File: src/rtl/core/rsa_modular_exponentiation_defines.svh
// Assertion macros shared by the modular exponentiation RTL.
// Included by the top level; depends on nothing else.
`ifndef RSA_MODULAR_EXPONENTIATION_DEFINES_SVH
`define RSA_MODULAR_EXPONENTIATION_DEFINES_SVH

// Property holds in the same cycle as its antecedent.
`define RME_ASSERT_SAME(label, clk, rst_n, ante, cons) \
  label: assert property (@(posedge clk) disable iff (!rst_n) (ante) |-> (cons)) \
    else $error("rme assertion failed");

// Property holds in the cycle after its antecedent.
`define RME_ASSERT_NEXT(label, clk, rst_n, ante, cons) \
  label: assert property (@(posedge clk) disable iff (!rst_n) (ante) |=> (cons)) \
    else $error("rme assertion failed");

`endif

File: src/rtl/core/rme_pkg.sv
// Shared types and constants of the modular exponentiation block.
// Used by rme_modmul and rsa_modular_exponentiation; depends on nothing.
`default_nettype none

package rme_pkg;

  localparam int unsigned DataWidth = 31;
  localparam int unsigned CntWidth  = $clog2(DataWidth);

  typedef logic [DataWidth-1:0] word_t;

  // Configuration register indexes.
  localparam logic [1:0] CFG_MODULUS  = 2'd0;
  localparam logic [1:0] CFG_PUB_EXP  = 2'd1;
  localparam logic [1:0] CFG_PRIV_EXP = 2'd2;

  // Request to the serial modular multiplier.
  typedef struct packed {
    logic  start;
    word_t op_a;
    word_t op_b;
    word_t modulus;
  } mm_req_t;

  // Response from the serial modular multiplier.
  typedef struct packed {
    logic  done;
    word_t product;
  } mm_rsp_t;

endpackage

`default_nettype wire

File: src/rtl/core/rme_modmul.sv
// Bit-serial modular multiplier, (a * b) mod m, one bit of b per cycle.
// Depends on rme_pkg.
`default_nettype none

module rme_modmul (
  input  wire logic            clk_i,
  input  wire logic            rst_ni,
  input  wire rme_pkg::mm_req_t req_i,
  output rme_pkg::mm_rsp_t     rsp_o
);
  import rme_pkg::*;

  logic                acc_en;
  word_t               acc_q, acc_d;
  word_t               a_q, b_q, m_q;
  logic [CntWidth-1:0] cnt_q, cnt_d;
  logic                run_q, run_d;
  logic                done_q, done_d;

  logic [DataWidth:0]  m_ext, dbl, dbl_r, sum, sum_r;

  // One step: double and reduce, then add a when the bit of b is set and reduce.
  // The accumulator stays below m, so one subtraction suffices each time.
  always_comb begin
    m_ext = {1'b0, m_q};
    dbl   = {acc_q, 1'b0};
    dbl_r = (dbl >= m_ext) ? dbl - m_ext : dbl;
    sum   = dbl_r + {1'b0, a_q};
    sum_r = (sum >= m_ext) ? sum - m_ext : sum;
  end

  always_comb begin
    acc_en = 1'b0;
    acc_d  = acc_q;
    cnt_d  = cnt_q;
    run_d  = run_q;
    done_d = 1'b0;
    if (req_i.start) begin
      acc_en = 1'b1;
      acc_d  = '0;
      cnt_d  = CntWidth'(DataWidth - 1);
      run_d  = 1'b1;
    end else if (run_q) begin
      acc_en = 1'b1;
      acc_d  = b_q[DataWidth-1] ? sum_r[DataWidth-1:0] : dbl_r[DataWidth-1:0];
      cnt_d  = cnt_q - CntWidth'(1);
      if (cnt_q == '0) begin
        run_d  = 1'b0;
        done_d = 1'b1;
      end
    end
  end

  always_ff @(posedge clk_i or negedge rst_ni) begin
    if (!rst_ni) begin
      run_q  <= 1'b0;
      done_q <= 1'b0;
      cnt_q  <= '0;
    end else begin
      run_q  <= run_d;
      done_q <= done_d;
      cnt_q  <= cnt_d;
    end
  end

  always_ff @(posedge clk_i) begin
    if (acc_en) begin
      acc_q <= acc_d;
    end
    if (req_i.start) begin
      a_q <= req_i.op_a;
      b_q <= req_i.op_b;
      m_q <= req_i.modulus;
    end else if (run_q) begin
      b_q <= {b_q[DataWidth-2:0], 1'b0};
    end
  end

  assign rsp_o.done    = done_q;
  assign rsp_o.product = acc_q;

endmodule

`default_nettype wire

File: src/rtl/core/rsa_modular_exponentiation.sv
// Top level of the modular exponentiation block: registers, sequencer, output.
// Depends on rme_pkg, rme_modmul and rsa_modular_exponentiation_defines.svh.
`default_nettype none
`include "rsa_modular_exponentiation_defines.svh"

// Usage:
// A request is taken at a rising edge with start_i high and busy_o low; it
// carries mode_i (0 selects the public exponent, 1 the private one) and
// value_i. The block returns value_i to the selected exponent modulo the
// modulus register on result_o, marked by result_valid_o for one cycle.
// The receiver cannot stall; it must take the result in that cycle.
// Configuration is written through cfg_we_i, cfg_idx_i and cfg_data_i at
// any edge with cfg_we_i high (index 0 modulus, 1 public exponent,
// 2 private exponent, other indexes ignored); write only while idle.
// A zero exponent gives 1, even for modulus 1; a zero modulus with a nonzero
// exponent gives 0. Both show the strobe in the cycle after the accepting
// edge, and busy_o never rises. Otherwise the value is first reduced, then
// the exponent is walked from bit 0 up to its top set bit. Each multiplier
// pass has 31 steps. The bit-serial modular multiplier takes one multiplier
// bit per cycle and is shared by all reductions, multiplications and
// squarings. busy_o falls in the cycle that shows the strobe, so the next
// request can be taken at the edge that ends it. Reset restores modulus 1
// and both exponents 0, and leaves the block idle.
module rsa_modular_exponentiation (
  input  wire logic                       clk_i,
  input  wire logic                       rst_ni,
  input  wire logic                       start_i,
  output logic                            busy_o,
  input  wire logic                       mode_i,
  input  wire logic [rme_pkg::DataWidth-1:0] value_i,
  output logic [rme_pkg::DataWidth-1:0]   result_o,
  output logic                            result_valid_o,
  input  wire logic                       cfg_we_i,
  input  wire logic [1:0]                 cfg_idx_i,
  input  wire logic [rme_pkg::DataWidth-1:0] cfg_data_i
);
  import rme_pkg::*;

  // Sequencer states.
  localparam logic [2:0] ST_IDLE   = 3'd0;
  localparam logic [2:0] ST_REDUCE = 3'd1;
  localparam logic [2:0] ST_BIT    = 3'd2;
  localparam logic [2:0] ST_MUL    = 3'd3;
  localparam logic [2:0] ST_SQR    = 3'd4;
  localparam logic [2:0] ST_DONE   = 3'd5;

  logic [2:0] state_q, state_d;

  // Configuration registers.
  word_t mod_q, pub_q, priv_q;

  // Working registers: remaining exponent bits, running result and base.
  word_t exp_q, exp_d;
  word_t res_q, res_d;
  word_t base_q, base_d;

  word_t result_q, result_d;
  logic  valid_q, valid_d;

  mm_req_t mm_req;
  mm_rsp_t mm_rsp;

  word_t exp_sel;
  logic  accept;

  assign exp_sel = mode_i ? priv_q : pub_q;
  assign accept  = start_i && (state_q == ST_IDLE);

  always_ff @(posedge clk_i or negedge rst_ni) begin
    if (!rst_ni) begin
      mod_q  <= word_t'(1);
      pub_q  <= '0;
      priv_q <= '0;
    end else if (cfg_we_i) begin
      unique case (cfg_idx_i)
        CFG_MODULUS:  mod_q  <= cfg_data_i;
        CFG_PUB_EXP:  pub_q  <= cfg_data_i;
        CFG_PRIV_EXP: priv_q <= cfg_data_i;
        default: ;
      endcase
    end
  end

  // The sequencer feeds the shared multiplier: first value * 1 mod m to
  // reduce the base, then per exponent bit an optional res * base and a
  // base * base. Squaring stops once no higher exponent bit is left.
  always_comb begin
    state_d        = state_q;
    exp_d          = exp_q;
    res_d          = res_q;
    base_d         = base_q;
    result_d       = result_q;
    valid_d        = 1'b0;
    mm_req.start   = 1'b0;
    mm_req.op_a    = base_q;
    mm_req.op_b    = base_q;
    mm_req.modulus = mod_q;

    unique case (state_q)
      ST_IDLE: begin
        if (accept) begin
          exp_d = exp_sel;
          // With modulus 1 every reduced result is 0, so the running
          // result starts there instead of at 1.
          res_d = (mod_q == word_t'(1)) ? '0 : word_t'(1);
          if (exp_sel == '0) begin
            result_d = word_t'(1);
            valid_d  = 1'b1;
          end else if (mod_q == '0) begin
            result_d = '0;
            valid_d  = 1'b1;
          end else begin
            mm_req.start = 1'b1;
            mm_req.op_a  = word_t'(1);
            mm_req.op_b  = value_i;
            state_d      = ST_REDUCE;
          end
        end
      end
      ST_REDUCE: begin
        if (mm_rsp.done) begin
          base_d  = mm_rsp.product;
          state_d = ST_BIT;
        end
      end
      ST_BIT: begin
        mm_req.start = 1'b1;
        if (exp_q[0]) begin
          mm_req.op_a = res_q;
          state_d     = ST_MUL;
        end else begin
          state_d = ST_SQR;
        end
      end
      ST_MUL: begin
        if (mm_rsp.done) begin
          res_d = mm_rsp.product;
          if (exp_q[DataWidth-1:1] == '0) begin
            state_d = ST_DONE;
          end else begin
            mm_req.start = 1'b1;
            state_d      = ST_SQR;
          end
        end
      end
      ST_SQR: begin
        if (mm_rsp.done) begin
          base_d  = mm_rsp.product;
          exp_d   = {1'b0, exp_q[DataWidth-1:1]};
          state_d = ST_BIT;
        end
      end
      ST_DONE: begin
        result_d = res_q;
        valid_d  = 1'b1;
        state_d  = ST_IDLE;
      end
      default: begin
        state_d = ST_IDLE;
      end
    endcase
  end

  always_ff @(posedge clk_i or negedge rst_ni) begin
    if (!rst_ni) begin
      state_q <= ST_IDLE;
      valid_q <= 1'b0;
    end else begin
      state_q <= state_d;
      valid_q <= valid_d;
    end
  end

  always_ff @(posedge clk_i) begin
    exp_q    <= exp_d;
    res_q    <= res_d;
    base_q   <= base_d;
    result_q <= result_d;
  end

  rme_modmul u_modmul (
    .clk_i  (clk_i),
    .rst_ni (rst_ni),
    .req_i  (mm_req),
    .rsp_o  (mm_rsp)
  );

  assign busy_o         = (state_q != ST_IDLE);
  assign result_o       = result_q;
  assign result_valid_o = valid_q;

  // A result strobe only ever appears while the block is idle.
  `RME_ASSERT_SAME(a_strobe_idle, clk_i, rst_ni, result_valid_o, !busy_o)
  // A request that needs the multiplier makes the block busy.
  `RME_ASSERT_NEXT(a_start_busy, clk_i, rst_ni,
    start_i && !busy_o && (exp_sel != '0) && (mod_q != '0), busy_o)
  // The multiplier only finishes while the sequencer waits for it.
  `RME_ASSERT_SAME(a_done_waited, clk_i, rst_ni, mm_rsp.done,
    (state_q == ST_REDUCE) || (state_q == ST_MUL) || (state_q == ST_SQR))

endmodule

`default_nettype wire

File: config.mk
export PLATFORM = sky130hd
export DESIGN_NAME = rsa_modular_exponentiation
export DESIGN_NICKNAME = d
export VERILOG_FILES = /design/src/rtl/core/rme_pkg.sv /design/src/rtl/core/rme_modmul.sv /design/src/rtl/core/rsa_modular_exponentiation.sv
export VERILOG_INCLUDE_DIRS = /design/src /design/src/rtl/core
export SDC_FILE = /design/constraint.sdc
export NUM_CORES = 1
export LEC_CHECK = 0
export BUFFER_PORTS_ARGS = -buffer_cell sky130_fd_sc_hd__buf_2
export CAP_MARGIN = 30
export CORE_MARGIN = 5
export CORE_UTILIZATION = 55
export DETAILED_ROUTE_END_ITERATION = 10
export GPL_TIMING_DRIVEN = 0
export PLACE_DENSITY_LB_ADDON = 0.08
export REMOVE_ABC_BUFFERS = 1
export SLEW_MARGIN = 15
export SYNTH_ARGS = -nofsm -noshare
export SYNTH_HDL_FRONTEND = slang
export SYNTH_HIERARCHICAL = 1
export SYNTH_SLANG_ARGS = --single-unit
File: constraint.sdc
create_clock -name clk_i -period 8.8 [get_ports clk_i]
set_clock_uncertainty 0.1 [all_clocks]
set_input_delay 1.76 -clock clk_i [delete_from_list [all_inputs] [get_ports clk_i]]
set_output_delay 1.76 -clock clk_i [all_outputs]
set_load 0.02 [all_outputs]
== Word-level counts from Yosys, hierarchy flattened ==
Index checks and enable logic that the tools add are counted.

* Register bits: 352
* Latch bits: 0
* Bits in writable memories: 0
* Memory bits (read-only): 0
* Input bits: 69
* Output and inout port bits: 33
* Logic and storage cells: 108
* Memories: 0

* $add $sub $neg: 4
* $mul: 0
* Divide/modulo/power cells: 0
* Order comparisons: 2
* Equal/unequal tests: 15
* Shifts and indexed selects: 0
* Mux-type cells: 49
* Bitwise gates (word level): 0
* Reductions and logical operators: 22

{| class="wikitable"
|+ Operators with widths
! cell !! number
|-
| 31-bit two-way mux || 15
|-
| 31-bit one-hot mux with 2 select lines || 4
|-
| 63-bit two-way mux || 3
|-
| 32-bit by 31-bit >= comparator with 1-bit output || 2
|-
| 31-bit zero test || 2
|-
| 32-bit by 31-bit adder with 32-bit output || 1
|-
| 32-bit two-way mux || 1
|-
| 32-bit by 31-bit subtractor with 32-bit output || 1
|-
| 31-bit by 1-bit == test with 1-bit output (second input constant) || 1
|-
| 31-bit subtractor || 1
|-
| 30-bit zero test || 1
|-
| 3-bit two-way mux || 6
|-
| 1-bit two-way mux || 15
|-
| 3-bit one-hot mux with 4 select lines || 1
|-
| 5-bit two-way mux || 2
|-
| 2-bit AND reduction || 5
|-
| 3-bit AND reduction || 3
|-
| 2-bit nonzero test || 4
|-
| 3-bit by 2-bit == test with 1-bit output (second input constant) || 2
|-
| 3-bit == test (second input constant) || 2
|-
| 2-bit by 1-bit inequality test with 1-bit output (second input constant) || 3
|-
| 2-bit inequality test (second input constant) || 3
|-
| 5-bit zero test || 1
|-
| 5-bit AND reduction || 1
|-
| 12 further kinds || 12
|}

== Logic depth before layout (Yosys ltp) ==
* Word-level depth: 7
* Gate-level depth with buffers: 33
* Mapped depth without buffers: 30

== Hierarchy ==
The synthesis kept the hierarchy.

{| class="wikitable"
|+ By module, submodules not included
! module !! instances !! cells each !! area each (um^2) !! seq. area each (um^2)
|-
| rme_modmul || 1 || 1108 || 10412.5 || 3898.7
|-
| rsa_modular_exponentiation || 1 || 728 || 9780.6 || 6152.2
|}

== Worst setup path before layout ==
Ideal clock, no wire load.

* Kind: reg-to-reg
* Start: register u_modmul.acc_q[16]
* End: register u_modmul.acc_q[2], data pin
* Library setup time: 0.261 ns
* Arrival: 6.472 ns
* Required time: 8.439 ns
* Slack: 1.967 ns
* Cell stages (with the launch flop): 30
* Buffers on the path: 4
* Clock period less this slack: 6.833 ns
* Cell sequence: edfxtp_1 ha_1 a21o_1 a311o_1 a21oi_1 a21oi_1 nor3_4 clkbuf_1 clkbuf_1 o21ai_0 ha_1 o211ai_1 o21ai_0 o31ai_1 a21oi_1 o21ai_0 nand2b_1 a21oi_1 xnor2_1 ha_1 buf_2 a21oi_1 o21ai_1 a21oi_1 o31ai_1 nor3_1 o31ai_1 buf_2 nor3_1 a221o_1

* Longest elaborated chain between the ends: 7
* Elaborated cells on any way between the ends: 9
* Classes of those cells: add/sub: 3; order compare: 2; mux: 4

{| class="wikitable"
|+ Ends and longest elaborated chain
! element !! RTL line !! text
|-
| from (decl) || rme_modmul.sv:14 || <nowiki>word_t acc_q, acc_d;</nowiki>
|-
| from (signal assigned) || rme_modmul.sv:68 || <nowiki>acc_q <= acc_d;</nowiki>
|-
| 32-bit by 31-bit subtractor with 32-bit output or 32-bit by 31-bit >= comparator with 1-bit output (tied branches) || rme_modmul.sv:27 || <nowiki>dbl_r = (dbl >= m_ext) ? dbl - m_ext : dbl;</nowiki>
|-
| 32-bit two-way mux (*) || rme_modmul.sv:27 ||
|-
| 32-bit by 31-bit adder with 32-bit output || rme_modmul.sv:28 || <nowiki>sum = dbl_r + {1'b0, a_q};</nowiki>
|-
| 32-bit by 31-bit >= comparator with 1-bit output or 31-bit subtractor (tied branches) || rme_modmul.sv:29 || <nowiki>sum_r = (sum >= m_ext) ? sum - m_ext : sum;</nowiki>
|-
| 31-bit two-way mux || rme_modmul.sv:29 ||
|-
| 31-bit two-way mux (*) || rme_modmul.sv:45 || <nowiki>acc_d = b_q[DataWidth-1] ? sum_r[DataWidth-1:0] : dbl_r[DataWidth-1:0];</nowiki>
|-
| 31-bit two-way mux (*) || rme_modmul.sv:43 || <nowiki>end else if (run_q) begin</nowiki>
|}

Every way passes the cells marked *; elsewhere a longest branch is shown, timed or not. The select of a mux whose other input is x is not followed.
A chain may end at the register's enable or synchronous reset.

== Worst setup path in the final report ==
* Start: register u_modmul.acc_q[24]
* End: register u_modmul.acc_q[2], data pin

Same word-level chain as after synthesis.

==> flow_summary.yaml <==
detailed_routing:
  wl_mm: 53.4
  drt-wirelength-per-cell_um: 21.9
  vias: 14900
  dr.pass1.iters: 5
  ant_nets: 0
  first_iter_violations: 1004
  vias_per_cell: 6.11
  drc: 0
status:
  status: "finished, final reports clean"
sta:
  setup_viol: 0
  finalMaxSlewViolations: 0
  timing.final.crit_share_pct: 96.6
  slew_headroom_pct: 32.4
  worst_pin_slew_ps: 1010
  finalCriticalPeriod_ps: 8500
  hold_violations: 0
  grt_setup_unrepaired: "false"
  fmax_mhz: 118
run:
  max_cap_violations: 0
cts:
  cts_buffers: 39
  cts_buffer_depth: 3
  h-tree-depth: 2
  tritoncts: "built"
  worstSkewPairLatency_ps: 560
  cts-root-buf: "clkbuf_16"
  hold_buffers: 0
  clk_pin_slew_ps: 60
  clock_sinks: 352
critical_path:
  cp_data_arrival_time_ps: 8710
  slowest_stage: "a221o_1"
  path_max_fanout: 16
  critPathMaxStageDelay_ps: 510
  worstSetupPathType: "register to register"
  setup.worst_path.start_class: "register"
  ff2ff_path_depth: 27
  worstSetupEndpointType: "register"
  worstPathRequired_ps: 9000
  crit_top_cell: "a21oi_1"
yosys:
  synth_cells: 1836
  ys.flop_type: "edfxtp_1"
  syn_area_per_cell_um2: 11.0
  async_reset_ff_share_pct: 29.5
  ys_seq_elements: 352
  seq_area_frac_synth_pct: 49.8
  synth_top_area_share_pct: 36.9
  synth_commonest_cells: "edfxtp_1 (248), nand2_1 (201), o21ai_0 (163)"
  synth_top_cells_by_area: "edfxtp_1 (37%), dfrtp_1 (13%), mux2_2 (7.2%)"
  yosysMostFrequentCell: "edfxtp_1"
  yosysTopAreaCell: "edfxtp_1"
  ys_warn_count: 6
  ys_types: 85
  synth_edf_count: 248
  netlist_area_um2: 20200
floorplanning:
  rows: 70
  io_pins: 102
  die-area_um2: 40600
  die-height_um: 202
  start_util_pct: 55.4
  coreArea_um2: 36400
  die_w_um: 202
layout:
  area_growth_pct: 13.1
  nets: 2102
  drive_gt1_share_pct: 20.4
  post-route-util_pct: 62.7
hold_path:
  worstHoldPathCells: 0
  hold_path_class: "register to register"
global_routing:
  grt_start_max_net_pins: 72
  grt_pass1_wl_mm: 82.8
  antenna_found_initial: 1
  first_global_vias: 15000
  overflow: 0
  grtUsageTotal_pct: 25.8
place:
  gp_congestion: 0.932
  hpwl_mm: 39.2
  port_buffers: 101
==> layer usage <==
layer	vias up	GRT usage, %	share of wire (%)
met2	443	43.8	49
met5	-	0	0
met1	7283	33.7	43
met3	105	3.66	5.2
li1	7042	-	-
met4	0	9.74	3.5
==> final timing paths <==
check	to	slack (ps)	from
max	u_modmul/acc_q[2]	300	u_modmul/acc_q[24]
min	u_modmul/m_q[25]	370	mod_q[25]
max reg2reg	u_modmul/acc_q[2]	300	u_modmul/acc_q[24]
min reg2reg	u_modmul/m_q[25]	370	mod_q[25]
max in group asynchronous	mod_q[7]	6940	rst_ni
min in group asynchronous	priv_q[29]	990	rst_ni
==> metrics by stage <==
step           std cells  hold slack, ps  area, um2  worst slack (ps)  TNS [ps]
6_report            2434             375      22800               297         0
5_1_grt             2433             395      22800              13.0         0
4_1_cts             2431             378      22800              82.1         0
3_5_place_dp        2357             365      21600              -304     -1350
3_3_place_gp        2323             355      20900             -4050   -464860
2_1_floorplan       1754             343      19800               681         0
==> critical path: cells and delay by family, from the launching register on <==
family / cells / cell delay, ps
compound gates: 17 / 3890
simple gates: 4 / 1730
xor+xnor: 1 / 320
mux: 1 / 370
buf+inv: 1 / 200
flops: 1 / 490
fa+ha+maj: 3 / 1130
==> area by class of cell <==
type                            instances  area [um2]
Clock inverter                         20         126
Tap cell                              468         586
Antenna cell                            1        2.50
Inverter                               71         267
Clock buffer                           51        1070
Multi-Input combinational cell       1333        9680
Fill cell                            2942       13600
Timing Repair Buffer                  138        1060
Sequential cell                       352       10100
==> sequential cells by signal, indices dropped and copies added (netlist names) <==
signal / flops
u_modmul/m_q: 31
state_q: 3
u_modmul/done_q: 1
u_modmul/b_q: 31
pub_q: 31
u_modmul/a_q: 31
result_valid_o: 1
base_q: 31
u_modmul/cnt_q: 5
exp_q: 31
priv_q: 31
result_o: 31
res_q: 31
u_modmul/run_q: 1
mod_q: 31
u_modmul/acc_q: 31
==> placed cells by master (no fill, tap or decap), types with 35 or more instances in the layout <==
cell	netlist	routed
buf_2	8	100
nor2_1	71	69
mux2_2	129	129
clkbuf_16	0	40
ha_1	95	95
xnor2_1	48	48
nand3_1	37	37
inv_1	69	69
o21ai_0	163	163
mux2i_1	35	35
nand2_1	201	200
dfrtp_1	103	102
and3_1	36	36
edfxtp_1	248	248
a21oi_1	93	91
==> repair_timing <==
| action | 4_1_cts | 5_1_grt |
|---|---|---|
| endpoints found under the setup margin | 6 | 30 |
| endpoints found under the hold margin | 0 | 0 |
| gates resized for setup | 4 | 4 |
| gates cloned | 2 | 0 |
| pin swaps | 2 | 1 |
| setup buffers | 1 | 2 |
==> cell families after synthesis <==
kind of cell             synth area share, %
XOR/XNOR                                3.69
buffers and inverters                   3.12
flip-flops                              49.8
adder cells (fa/ha/maj)                 6.18
AND/OR/NAND/NOR                         12.8
multiplexers                            11.0
AO/OA/AOI/OAI                           13.4
Power is left out: the tool's default activity adds up to more than one toggle a clock period on the data nets, which glitch-free logic cannot reach.
